**config.mk**
```make
export PLATFORM = sky130hd
export DESIGN_NAME = multicart_prg_chr_bank_mapper
export DESIGN_NICKNAME = d
export VERILOG_FILES = /design/src/rtl/core/mcm_pkg.sv /design/src/rtl/core/mcm_in_reg.sv /design/src/rtl/core/mcm_decode.sv /design/src/rtl/core/multicart_prg_chr_bank_mapper.sv
export SDC_FILE = /design/constraint.sdc
export NUM_CORES = 1
export LEC_CHECK = 0
export ABC_AREA = 1
export BUFFER_PORTS_ARGS = -buffer_cell sky130_fd_sc_hd__buf_2
export CAP_MARGIN = 20
export CORE_MARGIN = 1.5
export CORE_UTILIZATION = 63
export CTS_BUF_LIST = sky130_fd_sc_hd__clkbuf_8
export CTS_CLUSTER_SIZE = 16
export DETAILED_ROUTE_END_ITERATION = 8
export PLACE_DENSITY = 0.88
export SLEW_MARGIN = 40
export SYNTH_ARGS = -nofsm -noshare
export SYNTH_HDL_FRONTEND = slang
export SYNTH_SLANG_ARGS = --single-unit
```
**constraint.sdc**
```tcl
create_clock -name clk -period 3.38 [get_ports clk]
set_input_delay 0.338 -clock clk [delete_from_list [all_inputs] [get_ports clk]]
set_output_delay 0.338 -clock clk [all_outputs]
set_load 0.1 [all_outputs]
```
**src/rtl/core/mcm_pkg.sv**
```systemverilog
`timescale 1ns / 1ps
`default_nettype none

package mcm_pkg;

  // Fixed field widths of the request and result
  localparam int ADDR_W   = 16;
  localparam int DATA_W   = 8;
  localparam int PRG_W    = 8;
  localparam int CHR_W    = 7;
  localparam int MIR_W    = 2;
  localparam int TYPE_W   = 4;
  localparam int S_TDATA_W = 24;
  localparam int M_TDATA_W = 32;
  localparam int CFG_IDX_W = 1;
  localparam int CFG_DAT_W = 4;

  // Defaults for the module parameters
  localparam int PRG_BANK_BITS_DEF = 8;
  localparam int CHR_BANK_BITS_DEF = 7;

  // Configuration register indexes
  localparam logic [CFG_IDX_W-1:0] CFG_MAPPER_TYPE = 1'b0;
  localparam logic [CFG_IDX_W-1:0] CFG_OUTER_SHIFT = 1'b1;

  // Request kinds carried on tuser
  localparam logic OP_WRITE = 1'b0;
  localparam logic OP_RESET = 1'b1;

  // Supported mapper types; writes under other codes are not taken
  typedef enum logic [TYPE_W-1:0] {
    MT_57  = 4'd0,
    MT_58  = 4'd1,
    MT_61  = 4'd2,
    MT_62  = 4'd3,
    MT_174 = 4'd4,
    MT_202 = 4'd5,
    MT_212 = 4'd6,
    MT_226 = 4'd7,
    MT_229 = 4'd8,
    MT_235 = 4'd9
  } mcm_type_e;

  typedef enum logic [MIR_W-1:0] {
    MIR_VERT      = 2'd0,
    MIR_HORZ      = 2'd1,
    MIR_SINGLE_LO = 2'd2
  } mcm_mirror_e;

  typedef struct packed {
    mcm_type_e mtype;
    logic      outer_shift;
  } mcm_cfg_t;

  typedef struct packed {
    logic              op;
    logic [ADDR_W-1:0] addr;
    logic [DATA_W-1:0] data;
  } mcm_item_t;

  // Mapper registers, at full field width
  typedef struct packed {
    logic              sixteen_k;
    logic [PRG_W-1:0]  sel_bank;
    logic [CHR_W-1:0]  gfx_bank;
    mcm_mirror_e       mirror;
    logic [3:0]        part_a;
    logic [2:0]        part_b;
  } mcm_state_t;

  typedef struct packed {
    logic [PRG_W-1:0] prg_low;
    logic [PRG_W-1:0] prg_high;
    logic [CHR_W-1:0] chr;
    mcm_mirror_e      mirror;
    logic             taken;
  } mcm_result_t;

endpackage

`default_nettype wire

```
**src/rtl/core/mcm_in_reg.sv**
```systemverilog
`timescale 1ns / 1ps
`default_nettype none

module mcm_in_reg (
  input  wire                           clk,
  input  wire                           rst,
  input  wire                           s_tvalid,
  output logic                          s_tready,
  input  wire [mcm_pkg::S_TDATA_W-1:0]  s_tdata,
  input  wire                           s_tuser,
  input  wire                           advance,
  output logic                          item_valid,
  output mcm_pkg::mcm_item_t            item
);
  import mcm_pkg::*;

  logic load;

  // Take a new request when empty or when the held one moves on
  assign s_tready = !item_valid || advance;
  assign load     = s_tvalid && s_tready;

  always_ff @(posedge clk) begin
    if (rst) begin
      item_valid <= 1'b0;
    end else if (load) begin
      item_valid <= 1'b1;
    end else if (advance) begin
      item_valid <= 1'b0;
    end
  end

  // Payload: address in the low bits, data above
  always_ff @(posedge clk) begin
    if (load) begin
      item.op   <= s_tuser;
      item.addr <= s_tdata[ADDR_W-1:0];
      item.data <= s_tdata[ADDR_W+DATA_W-1:ADDR_W];
    end
  end

endmodule

`default_nettype wire

```
**src/rtl/core/mcm_decode.sv**
```systemverilog
`timescale 1ns / 1ps
`default_nettype none

module mcm_decode #(
  parameter int PRG_BANK_BITS = mcm_pkg::PRG_BANK_BITS_DEF,
  parameter int CHR_BANK_BITS = mcm_pkg::CHR_BANK_BITS_DEF
) (
  input  mcm_pkg::mcm_cfg_t    cfg,
  input  mcm_pkg::mcm_item_t   item,
  input  mcm_pkg::mcm_state_t  cur,
  output mcm_pkg::mcm_state_t  nxt,
  output mcm_pkg::mcm_result_t res
);
  import mcm_pkg::*;

  localparam logic [PRG_W-1:0] PRG_MASK = PRG_W'((1 << PRG_BANK_BITS) - 1);
  localparam logic [CHR_W-1:0] CHR_MASK = CHR_W'((1 << CHR_BANK_BITS) - 1);

  // Next register values for one request
  always_comb begin
    logic [ADDR_W-1:0] a;
    logic [DATA_W-1:0] d;
    logic [PRG_W-1:0]  outer;
    logic              taken;
    a     = item.addr;
    d     = item.data;
    outer = '0;
    taken = 1'b0;
    nxt   = cur;

    if (item.op == OP_RESET) begin
      nxt.sixteen_k = (cfg.mtype == MT_57) || (cfg.mtype == MT_174);
      nxt.sel_bank  = '0;
      nxt.gfx_bank  = '0;
      nxt.mirror    = (cfg.mtype == MT_226) ? MIR_HORZ : MIR_VERT;
      nxt.part_a    = '0;
      nxt.part_b    = '0;
      taken         = 1'b1;
    end else if (a[15]) begin
      taken = 1'b1;
      case (cfg.mtype)
        MT_57: begin
          // A11 low writes graphics part a, high writes everything else
          if (!a[11]) begin
            nxt.part_a = {d[6], d[2:0]};
          end else begin
            nxt.sixteen_k = !d[4];
            nxt.sel_bank  = {5'b0, d[7:5]};
            nxt.part_b    = d[2:0];
            nxt.mirror    = d[3] ? MIR_HORZ : MIR_VERT;
          end
          nxt.gfx_bank = {3'b0, nxt.part_a | {1'b0, nxt.part_b}};
        end
        MT_58: begin
          nxt.sixteen_k = a[6];
          nxt.sel_bank  = {5'b0, a[2:0]};
          nxt.gfx_bank  = {4'b0, a[5:3]};
          nxt.mirror    = a[7] ? MIR_HORZ : MIR_VERT;
        end
        MT_61: begin
          nxt.sixteen_k = a[4];
          nxt.sel_bank  = {3'b0, a[3:0], a[5]};
          nxt.mirror    = a[7] ? MIR_HORZ : MIR_VERT;
        end
        MT_62: begin
          nxt.sixteen_k = a[5];
          nxt.sel_bank  = {1'b0, a[6], a[13:8]};
          nxt.gfx_bank  = {a[4:0], d[1:0]};
          nxt.mirror    = a[7] ? MIR_HORZ : MIR_VERT;
        end
        MT_174: begin
          nxt.sixteen_k = !a[7];
          nxt.sel_bank  = {5'b0, a[6:4]};
          nxt.gfx_bank  = {4'b0, a[3:1]};
          nxt.mirror    = a[0] ? MIR_HORZ : MIR_VERT;
        end
        MT_202: begin
          nxt.sixteen_k = !(a[0] && a[3]);
          nxt.sel_bank  = {5'b0, a[3:1]};
          nxt.gfx_bank  = {4'b0, a[3:1]};
          nxt.mirror    = a[0] ? MIR_HORZ : MIR_VERT;
        end
        MT_212: begin
          nxt.sixteen_k = !a[14];
          nxt.sel_bank  = {5'b0, a[2:0]};
          nxt.gfx_bank  = {4'b0, a[2:0]};
          nxt.mirror    = a[3] ? MIR_HORZ : MIR_VERT;
        end
        MT_226: begin
          // Even address: low bank bits, mode, mirroring; odd: bank bit 6
          if (!a[0]) begin
            nxt.sixteen_k = d[5];
            nxt.sel_bank  = {1'b0, cur.sel_bank[6], d[7], d[4:0]};
            nxt.mirror    = d[6] ? MIR_VERT : MIR_HORZ;
          end else begin
            nxt.sel_bank  = {1'b0, d[0], cur.sel_bank[5:0]};
          end
        end
        MT_229: begin
          nxt.sixteen_k = (a[4:1] != 4'b0);
          nxt.sel_bank  = {3'b0, a[4:0]};
          nxt.gfx_bank  = {2'b0, a[4:0]};
          nxt.mirror    = a[5] ? MIR_HORZ : MIR_VERT;
        end
        MT_235: begin
          // Outer bits A8..A9 land at bank bits 7..6 or bits 6..5
          outer = cfg.outer_shift ? {a[9:8], 6'b0} : {1'b0, a[9:8], 5'b0};
          nxt.sixteen_k = a[11];
          nxt.sel_bank  = {2'b0, a[4:0], a[11] && a[12]} | outer;
          if (a[10]) begin
            nxt.mirror = MIR_SINGLE_LO;
          end else if (a[13]) begin
            nxt.mirror = MIR_HORZ;
          end else begin
            nxt.mirror = MIR_VERT;
          end
        end
        default: begin
          taken = 1'b0;
        end
      endcase
    end

    nxt.sel_bank = nxt.sel_bank & PRG_MASK;
    nxt.gfx_bank = nxt.gfx_bank & CHR_MASK;

    // 32K mode: even bank low, odd bank high
    if (nxt.sixteen_k) begin
      res.prg_low  = nxt.sel_bank;
      res.prg_high = nxt.sel_bank;
    end else begin
      res.prg_low  = {nxt.sel_bank[PRG_W-1:1], 1'b0} & PRG_MASK;
      res.prg_high = {nxt.sel_bank[PRG_W-1:1], 1'b1} & PRG_MASK;
    end
    res.chr    = nxt.gfx_bank;
    res.mirror = nxt.mirror;
    res.taken  = taken;
  end

endmodule

`default_nettype wire

```
**src/rtl/core/multicart_prg_chr_bank_mapper.sv**
```systemverilog
// A request accepted into the input register passes the decode and is
// registered on m_tdata once the result register is free. Throughput: one
// request per cycle while the result is not stalled; the single decode stage
// between the two registers sets it; a free result register lets a new one in.
// Reset (rst, synchronous): no request held, mapper type 57, outer shift 0,
// bank registers at the type 57 defaults.
`timescale 1ns / 1ps
`default_nettype none

module multicart_prg_chr_bank_mapper #(
  parameter int PRG_BANK_BITS = mcm_pkg::PRG_BANK_BITS_DEF,
  parameter int CHR_BANK_BITS = mcm_pkg::CHR_BANK_BITS_DEF
) (
  input  wire                           clk,
  input  wire                           rst,
  input  wire                           s_tvalid,
  output logic                          s_tready,
  // bus_address [15:0], bus_data [23:16]
  input  wire [mcm_pkg::S_TDATA_W-1:0]  s_tdata,
  // opcode [0]
  input  wire [0:0]                     s_tuser,
  output logic                          m_tvalid,
  input  wire                           m_tready,
  // prg_low_bank [7:0], prg_high_bank [15:8], chr_bank [22:16],
  // mirror_mode [24:23], write_taken [25], zero [31:26]
  output logic [mcm_pkg::M_TDATA_W-1:0] m_tdata,
  input  wire                           cfg_we,
  input  wire [mcm_pkg::CFG_IDX_W-1:0]  cfg_index,
  input  wire [mcm_pkg::CFG_DAT_W-1:0]  cfg_data
);
  import mcm_pkg::*;

  logic        advance;
  logic        item_valid;
  mcm_item_t   item;
  mcm_cfg_t    cfg;
  mcm_state_t  cur;
  mcm_state_t  nxt;
  mcm_result_t res;

  logic                     sixteen_k;
  logic [PRG_BANK_BITS-1:0] sel_bank;
  logic [CHR_BANK_BITS-1:0] gfx_bank;
  mcm_mirror_e              mirror;
  logic [3:0]               part_a;
  logic [2:0]               part_b;

  // Held request moves into the result register when that is free
  assign advance = item_valid && (!m_tvalid || m_tready);

  mcm_in_reg u_in (
    .clk        (clk),
    .rst        (rst),
    .s_tvalid   (s_tvalid),
    .s_tready   (s_tready),
    .s_tdata    (s_tdata),
    .s_tuser    (s_tuser[0]),
    .advance    (advance),
    .item_valid (item_valid),
    .item       (item)
  );

  // Configuration registers
  always_ff @(posedge clk) begin
    if (rst) begin
      cfg.mtype       <= MT_57;
      cfg.outer_shift <= 1'b0;
    end else if (cfg_we) begin
      case (cfg_index)
        CFG_MAPPER_TYPE: cfg.mtype       <= mcm_type_e'(cfg_data);
        CFG_OUTER_SHIFT: cfg.outer_shift <= cfg_data[0];
        default: ;
      endcase
    end
  end

  assign cur.sixteen_k = sixteen_k;
  assign cur.sel_bank  = PRG_W'(sel_bank);
  assign cur.gfx_bank  = CHR_W'(gfx_bank);
  assign cur.mirror    = mirror;
  assign cur.part_a    = part_a;
  assign cur.part_b    = part_b;

  mcm_decode #(
    .PRG_BANK_BITS (PRG_BANK_BITS),
    .CHR_BANK_BITS (CHR_BANK_BITS)
  ) u_decode (
    .cfg  (cfg),
    .item (item),
    .cur  (cur),
    .nxt  (nxt),
    .res  (res)
  );

  // Mapper registers, updated as each request passes the decode
  always_ff @(posedge clk) begin
    if (rst) begin
      sixteen_k <= 1'b1;
      sel_bank  <= '0;
      gfx_bank  <= '0;
      mirror    <= MIR_VERT;
      part_a    <= '0;
      part_b    <= '0;
    end else if (advance) begin
      sixteen_k <= nxt.sixteen_k;
      sel_bank  <= nxt.sel_bank[PRG_BANK_BITS-1:0];
      gfx_bank  <= nxt.gfx_bank[CHR_BANK_BITS-1:0];
      mirror    <= nxt.mirror;
      part_a    <= nxt.part_a;
      part_b    <= nxt.part_b;
    end
  end

  // Result register
  always_ff @(posedge clk) begin
    if (rst) begin
      m_tvalid <= 1'b0;
    end else if (advance) begin
      m_tvalid <= 1'b1;
    end else if (m_tready) begin
      m_tvalid <= 1'b0;
    end
  end

  always_ff @(posedge clk) begin
    if (advance) begin
      m_tdata <= {6'b0, res.taken, res.mirror, res.chr, res.prg_high, res.prg_low};
    end
  end

endmodule

`default_nettype wire

```
; ---- Word level (Yosys, flattened, before mapping)
; Cells that the tools add are included.
[classes]
n_reduce_logical = 25
bitwise = 3
mux = 35
n_eq_ne = 9
[ops]
columns = op, n
row1 = $pmux 9 s10, 1
row2 = $mux 25, 2
row3 = $pmux 7 s6, 1
row4 = $eq 4x3->1 const B, 4
row5 = $mux 4, 4
row6 = $mux 1, 15
row7 = $mux 7, 2
row8 = $pmux 2 s7, 1
row9 = $mux 3, 4
row10 = $reduce_or 10->1, 1
row11 = $mux 9, 1
row12 = $eq 4x2->1 const B, 2
row13 = $eq 4x4->1 const B, 2
row14 = $mux 8, 1
row15 = $or 6x8->8, 1
row16 = $reduce_bool 2->1, 4
row17 = $logic_not 1->1, 6
row18 = $mux 2, 3
row19 = $eq 4x1->1 const B, 1
row20 = $logic_and 1x1->1, 4
row21 = $logic_not 4->1, 1
row22 = $or 4x3->4, 1
row23 = $reduce_and 2->1, 2
row24 = $reduce_bool 4->1, 1
row25 = other kinds (5), 7
[word_totals]
register_bits = 83
word_cells = 88
inputBits = 35
output_inout_bits = 34

; ---- Longest topological paths before layout
[depth]
ltp_word = 8
depth_mapped = 12

; ---- Hierarchy
; Synthesis repeated with hierarchy kept, for this count alone.
[unflattened]
cells_unflattened = 583
hier_area_um2 = 4540.6
[modules_own_cells]
columns = mod, area_each_um2, n_inst, cells_each
row1 = multicart_prg_chr_bank_mapper, 2244.7, 1, 226
row2 = mcm_decode, 1497.7, 1, 326
row3 = mcm_in_reg, 798.3, 1, 31

; ---- Worst setup path before layout
; OpenSTA, ideal clock, no wires.
[synth_path]
kind = reg-to-reg
startpoint = reg m_tvalid
endpoint = reg, netlist name u_in.item[0]
synth_period_minus_slack_ns = 2.961
setup_ns = 0.364
path_slack_ns = 0.419
arrival_time_ns = 2.597
path_stages_with_launch = 4
required_time_ns = 3.016
cell_sequence = dfxtp_1 -> nand3_1 -> nand2_1 -> inv_1
[synth_via]
elab_chain_cells = 5
[synth_rtl]
columns = item, line
row1 = start: declaration, multicart_prg_chr_bank_mapper.sv:22  ; output logic m_tvalid,
row2 = start signal: assignment, multicart_prg_chr_bank_mapper.sv:117  ; m_tvalid <= 1'b0;
row3 = start signal: assignment, multicart_prg_chr_bank_mapper.sv:119  ; m_tvalid <= 1'b1;
row4 = start signal: assignment, multicart_prg_chr_bank_mapper.sv:121  ; m_tvalid <= 1'b0;
row5 = $logic_not 1->1, multicart_prg_chr_bank_mapper.sv:49  ; assign advance = item_valid && (!m_tvalid || m_tready);
row6 = $logic_or 1x1->1, multicart_prg_chr_bank_mapper.sv:49
row7 = $logic_and 1x1->1, multicart_prg_chr_bank_mapper.sv:49
row8 = $logic_or 1x1->1, mcm_in_reg.sv:20  ; assign s_tready = !item_valid || advance;
row9 = named net s_tready, multicart_prg_chr_bank_mapper.sv:17  ; output logic s_tready,
row10 = $logic_and 1x1->1, mcm_in_reg.sv:21  ; assign load = s_tvalid && s_tready;
row11 = named net u_in.load, mcm_in_reg.sv:17  ; logic load;
; The timed path passes the listed nets, and every way through them passes these cells.
; A chain may end at the register's enable or synchronous reset.

; ---- Worst setup path after layout
[layout_path]
startpoint = reg m_tvalid
endpoint = reg part_b[2]
[layout_via]
elab_chain_cells = 4
[layout_rtl]
columns = item, line
row1 = $logic_not 1->1, multicart_prg_chr_bank_mapper.sv:49
row2 = $logic_or 1x1->1, multicart_prg_chr_bank_mapper.sv:49
row3 = $logic_and 1x1->1, multicart_prg_chr_bank_mapper.sv:49
row4 = $reduce_and 3->1 (no source line), --
row5 = end signal: assignment, multicart_prg_chr_bank_mapper.sv:110  ; part_b <= nxt.part_b;
row6 = end: declaration, multicart_prg_chr_bank_mapper.sv:46  ; logic [2:0] part_b;
; Every way passes these cells.

==> report_table.html <==
<table>
<tr><th>Metric</th><th>Value</th></tr>
<tr><th colspan="2">Outcome</th></tr>
<tr><td>Result of the run</td><td>completed</td></tr>
<tr><th colspan="2">STA</th></tr>
<tr><td>Number of failing hold endpoints at the final stage</td><td>0</td></tr>
<tr><td>Total of endpoints with negative setup slack in the final report</td><td>0</td></tr>
<tr><td>Fin crit share</td><td>0.643</td></tr>
<tr><td>Final total negative setup slack</td><td>0 ns</td></tr>
<tr><td>Clock tree skew after final layout</td><td>0.0165 ns</td></tr>
<tr><td>Min cycle time layout</td><td>2.17 ns</td></tr>
<tr><td>Setup repair after global routing missed its margin</td><td>no</td></tr>
<tr><td>Final number of max-transition violations</td><td>0</td></tr>
<tr><td>Least-Margin Pin Slew</td><td>just under 0.8 ns</td></tr>
<tr><td>Max frequency</td><td>roughly 460 MHz</td></tr>
<tr><td>Final hold slack</td><td>0.148 ns</td></tr>
<tr><td>Rel. slew slack</td><td>0.470</td></tr>
<tr><th colspan="2">Yosys</th></tr>
<tr><td>Number of warnings printed during yosys synthesis</td><td>0</td></tr>
<tr><td>Cell Area, Synth</td><td>between 3000 and 4000 um^2</td></tr>
<tr><td>Post-Syn Instances</td><td>522</td></tr>
<tr><td>Unique cell type count in the Yosys netlist</td><td>29</td></tr>
<tr><td>Seq cells post-synth</td><td>76</td></tr>
<tr><td>Part of the Yosys area used for sequential elements</td><td>0.493</td></tr>
<tr><td>Average instance area after synthesis</td><td>7.62 um^2</td></tr>
<tr><th colspan="2">CTS</th></tr>
<tr><td>Worst-skew pair later-pin latency</td><td>0.37 ns</td></tr>
<tr><td>CTS Sinks</td><td>76</td></tr>
<tr><td>Buffers from clock root to sink, at most</td><td>2</td></tr>
<tr><td>CTS tree</td><td>built</td></tr>
<tr><td>Htree depth</td><td>3</td></tr>
<tr><td>Number of CTS-inserted buffers</td><td>9</td></tr>
<tr><td>CTS Root Cell</td><td>sky130_fd_sc_hd__clkbuf_8</td></tr>
<tr><td>Clock transition at the registers of the reported paths</td><td>0.08 ns</td></tr>
<tr><td>Post-CTS Resized</td><td>0</td></tr>
<tr><td>Post CTS Setup Buffer Count</td><td>0</td></tr>
<tr><td>Total of hold buffers inserted after clock tree synthesis</td><td>0</td></tr>
<tr><th colspan="2">Setup path</th></tr>
<tr><td>Buffering stage count on the worst path with inverters included</td><td>1</td></tr>
<tr><td>Critical path endpoint category</td><td>register</td></tr>
<tr><td>FF-to-FF setup slack</td><td>1.21 ns</td></tr>
<tr><td>Critical Path, Cell by Cell</td><td>nand2_1 -&gt; nand2_1 -&gt; inv_1 -&gt; nand2_2 -&gt; nor3_4 -&gt; nand2_1 -&gt; a21oi_1</td></tr>
<tr><td>Data required time at the worst endpoint</td><td>3.67 ns</td></tr>
<tr><td>Cell class contributing the biggest share of worst-path delay</td><td>simple AND/OR/NAND/NOR gates</td></tr>
<tr><td>First element of the critical path</td><td>m_tvalid</td></tr>
<tr><td>Worst r2r path cells</td><td>7</td></tr>
<tr><td>Reg2reg end</td><td>part_b[2]</td></tr>
<tr><td>Type of element launching the critical path</td><td>register</td></tr>
<tr><td>Origin of the critical flop-to-flop path</td><td>m_tvalid</td></tr>
<tr><td>Most used cell, CP</td><td>sky130_fd_sc_hd__nand2_1</td></tr>
<tr><td>Largest fanout on the critical path</td><td>27</td></tr>
<tr><td>Arrival time at the worst endpoint</td><td>2.46 ns</td></tr>
<tr><td>Start-to-end type of the worst setup path</td><td>register to register</td></tr>
<tr><td>Slowest CP cell</td><td>sky130_fd_sc_hd__inv_1</td></tr>
<tr><td>Stage delay of the slowest cell on the critical path</td><td>0.62 ns</td></tr>
<tr><th colspan="2">Finish</th></tr>
<tr><td>Final nets</td><td>609</td></tr>
<tr><td>Storage element area</td><td>a little under 2000 um^2</td></tr>
<tr><td>Final Non-Filler Cells</td><td>654</td></tr>
<tr><td>Count of filler cells inserted in the layout</td><td>450</td></tr>
<tr><td>Area Overhead vs Synth</td><td>12.4%</td></tr>
<tr><td>Multi-input logic area</td><td>1600 um^2</td></tr>
<tr><td>Ratio of cells with drive above 1 in the final layout</td><td>0.169</td></tr>
<tr><td>Antenna Diode Count</td><td>0</td></tr>
<tr><td>Design Area, Final</td><td>4470 um^2</td></tr>
<tr><td>Final core utilization</td><td>0.746</td></tr>
<tr><th colspan="2">Drt</th></tr>
<tr><td>Detailed router's first-iteration violation count</td><td>465</td></tr>
<tr><td>DR vias</td><td>3,790</td></tr>
<tr><td>Antenna Nets Post-Route</td><td>0</td></tr>
<tr><td>Mean routed wirelength per cell</td><td>16.5 um</td></tr>
<tr><td>DRC violations left</td><td>0</td></tr>
<tr><td>Via-per-instance ratio</td><td>between 5 and 6</td></tr>
<tr><td>Drt total wl</td><td>10,800 um</td></tr>
<tr><td>Number of search-and-repair iterations in the first detailed-routing pass</td><td>5</td></tr>
<tr><th colspan="2">Floorplanning</th></tr>
<tr><td>X dimension of the die</td><td>82.4 um</td></tr>
<tr><td>Effective utilization at floorplan</td><td>0.664</td></tr>
<tr><td>Height of the die</td><td>82.4 um</td></tr>
<tr><td>Total die area</td><td>6800 um^2</td></tr>
<tr><td>FP Rows</td><td>28</td></tr>
<tr><td>Number of placed I/O pins</td><td>69</td></tr>
<tr><td>Placeable Area</td><td>5990 um^2</td></tr>
<tr><th colspan="2">Placement</th></tr>
<tr><td>Post-placement cell count</td><td>~640</td></tr>
<tr><td>Standard cell area after detailed placement</td><td>about 4300 um^2</td></tr>
<tr><td>HPWL after DPL</td><td>8040 um</td></tr>
<tr><td>Quantity of I/O buffers inserted on ports</td><td>62</td></tr>
<tr><td>Placer Congestion</td><td>slightly above 1</td></tr>
<tr><th colspan="2">Hold path</th></tr>
<tr><td>Critical hold path startpoint</td><td>s_tuser</td></tr>
<tr><td>Worst hold path endpoint</td><td>u_in.item[24]</td></tr>
<tr><td>Depth of the worst hold-timing path</td><td>1</td></tr>
<tr><td>Class of the tightest hold or removal check</td><td>input port to register</td></tr>
<tr><th colspan="2">Power</th></tr>
<tr><td>Cell area power density</td><td>516 nW/um^2</td></tr>
<tr><td>Comb pwr share</td><td>0.198</td></tr>
<tr><td>Switching part of the total</td><td>0.328</td></tr>
<tr><td>Clock share of power</td><td>0.329</td></tr>
<tr><td>LEAKAGE</td><td>roughly 2.1 nW</td></tr>
<tr><td>Internal power</td><td>1.55 mW</td></tr>
<tr><td>Switching component of the power</td><td>around 0.76 mW</td></tr>
<tr><td>Sequential Power Share</td><td>0.473</td></tr>
<tr><td>Max rail drop VDD</td><td>0.368 mV</td></tr>
<tr><th colspan="2">Global routing</th></tr>
<tr><td>Grt ovf</td><td>0</td></tr>
<tr><td>Global-route wire length before repair</td><td>16,600 um</td></tr>
<tr><td>Maximum number of pins on one net before global-route repair</td><td>31</td></tr>
<tr><td>Overall global routing resource usage</td><td>0.338</td></tr>
<tr><td>Vias in the first global route</td><td>3,478</td></tr>
<tr><td>Initial antenna violation count</td><td>0</td></tr>
<tr><th colspan="2">Job</th></tr>
<tr><td>Max-cap violations</td><td>0</td></tr>
</table>
## per-stage QoR
stage	power (mW)	setup WS [ns]
finish	2.31	1.21
global route	2.37	1.08
CTS	2.29	1.25
detailed placement	1.55	1.16
global placement	1.55	1.25
floorplan	1.46	0.419
## flip-flops by register name, summed over array words and instances, names as in the netlist
signal           count
u_in.item_valid      1
m_tdata             19
part_b               3
part_a               4
u_in.item           25
mirror               2
sixteen_k            1
m_tvalid             1
sel_bank             8
gfx_bank             7
cfg                  5
## power by group through the flow
stage          registers, mW  logic, mW  clock network (mW)
6_report                1.09      0.457               0.759
5_1_grt                 1.10      0.489               0.787
4_1_cts                 1.09      0.448               0.756
2_1_floorplan           1.18      0.271                   0
3_3_place_gp            1.11      0.440                   0
3_5_place_dp            1.11      0.446                   0
## worst max-delay path by stage
stage | to | slack (ns) | cells after the start
after floorplan | u_in.item[0] | 0.42 | 3
after global placement | part_a[1] | 1.25 | 9
after detailed placement | part_b[2] | 1.16 | 9
after CTS | part_b[2] | 1.25 | 7
after global routing | part_a[0] | 1.08 | 7
final | part_b[2] | 1.21 | 7
## routing by layer
layer	up-vias	part of all wire	global-route usage
met4	0	0.037	0.195
met3	36	0.10	0.0868
met1	1719	0.39	0.411
met2	251	0.47	0.542
li1	1784	-	-
met5	-	0	0
## synth_stat cells
| cell | n | area [um^2] |
|---|---|---|
| sky130_fd_sc_hd__o21ai_2 | 2 | 17.5 |
| sky130_fd_sc_hd__clkbuf_1 | 11 | 41.3 |
| sky130_fd_sc_hd__buf_2 | 3 | 15.0 |
| sky130_fd_sc_hd__a21oi_1 | 45 | 225 |
| sky130_fd_sc_hd__o21ai_1 | 4 | 20.0 |
| sky130_fd_sc_hd__nor2_2 | 1 | 6.26 |
| sky130_fd_sc_hd__buf_4 | 13 | 97.6 |
| sky130_fd_sc_hd__nor3_1 | 2 | 10.0 |
| sky130_fd_sc_hd__nand4_1 | 4 | 25.0 |
| sky130_fd_sc_hd__nor2_1 | 40 | 150 |
| sky130_fd_sc_hd__nand3b_1 | 2 | 15.0 |
| sky130_fd_sc_hd__conb_1 | 1 | 3.75 |
| sky130_fd_sc_hd__buf_1 | 1 | 3.75 |
| sky130_fd_sc_hd__dfxtp_1 | 32 | 641 |
| sky130_fd_sc_hd__clkinv_1 | 1 | 3.75 |
| sky130_fd_sc_hd__a22oi_1 | 3 | 22.5 |
| sky130_fd_sc_hd__nor2_4 | 5 | 56.3 |
| sky130_fd_sc_hd__inv_1 | 66 | 248 |
| sky130_fd_sc_hd__nand3_1 | 38 | 190 |
| sky130_fd_sc_hd__mux2i_1 | 1 | 10.0 |
| sky130_fd_sc_hd__nor3_4 | 1 | 16.3 |
| sky130_fd_sc_hd__o211ai_1 | 2 | 15.0 |
| sky130_fd_sc_hd__nand2_2 | 3 | 18.8 |
| sky130_fd_sc_hd__o31ai_1 | 1 | 7.51 |
| sky130_fd_sc_hd__nand2_1 | 143 | 537 |
| sky130_fd_sc_hd__o22ai_1 | 1 | 6.26 |
| sky130_fd_sc_hd__inv_2 | 6 | 22.5 |
| sky130_fd_sc_hd__edfxtp_1 | 44 | 1320 |
| sky130_fd_sc_hd__o21ai_0 | 46 | 230 |
## cells by family (layout without fill, tap and decap cells)
family / count (synthesis) / in the layout / synth area share
flops: 76 / 76 / 0.493
simple gates: 239 / 239 / 0.258
compound gates: 104 / 104 / 0.137
buf+inv: 101 / 153 / 0.109
other cells: 1 / 6 / 0.000943
mux: 1 / 1 / 0.00252
## area by class of cell
| class | instances | share of cell area |
|---|---|---|
| sequential | 76 | 0.439 |
| timing repair buffer | 64 | 0.0728 |
| clock buffer | 9 | 0.0277 |
| multi-input combinational | 350 | 0.358 |
| inverter | 73 | 0.0613 |
| tap | 75 | 0.0210 |
| clock inverter | 7 | 0.0199 |
## cells in the final DEF (no fill, tap or decap), drive strengths merged
master  instances
bufinv          2
nand4           4
o21ai          52
a21oi          45
nor3            3
conb            6
buf            64
o31ai           1
clkbuf          9
dfxtp          32
nand3          38
nand2         146
inv            75
o22ai           1
edfxtp         44
a22oi           3
nor2           46
o211ai          2
clkinv          3
nand3b          2
mux2i           1
Power figures use the tool's default switching activity.
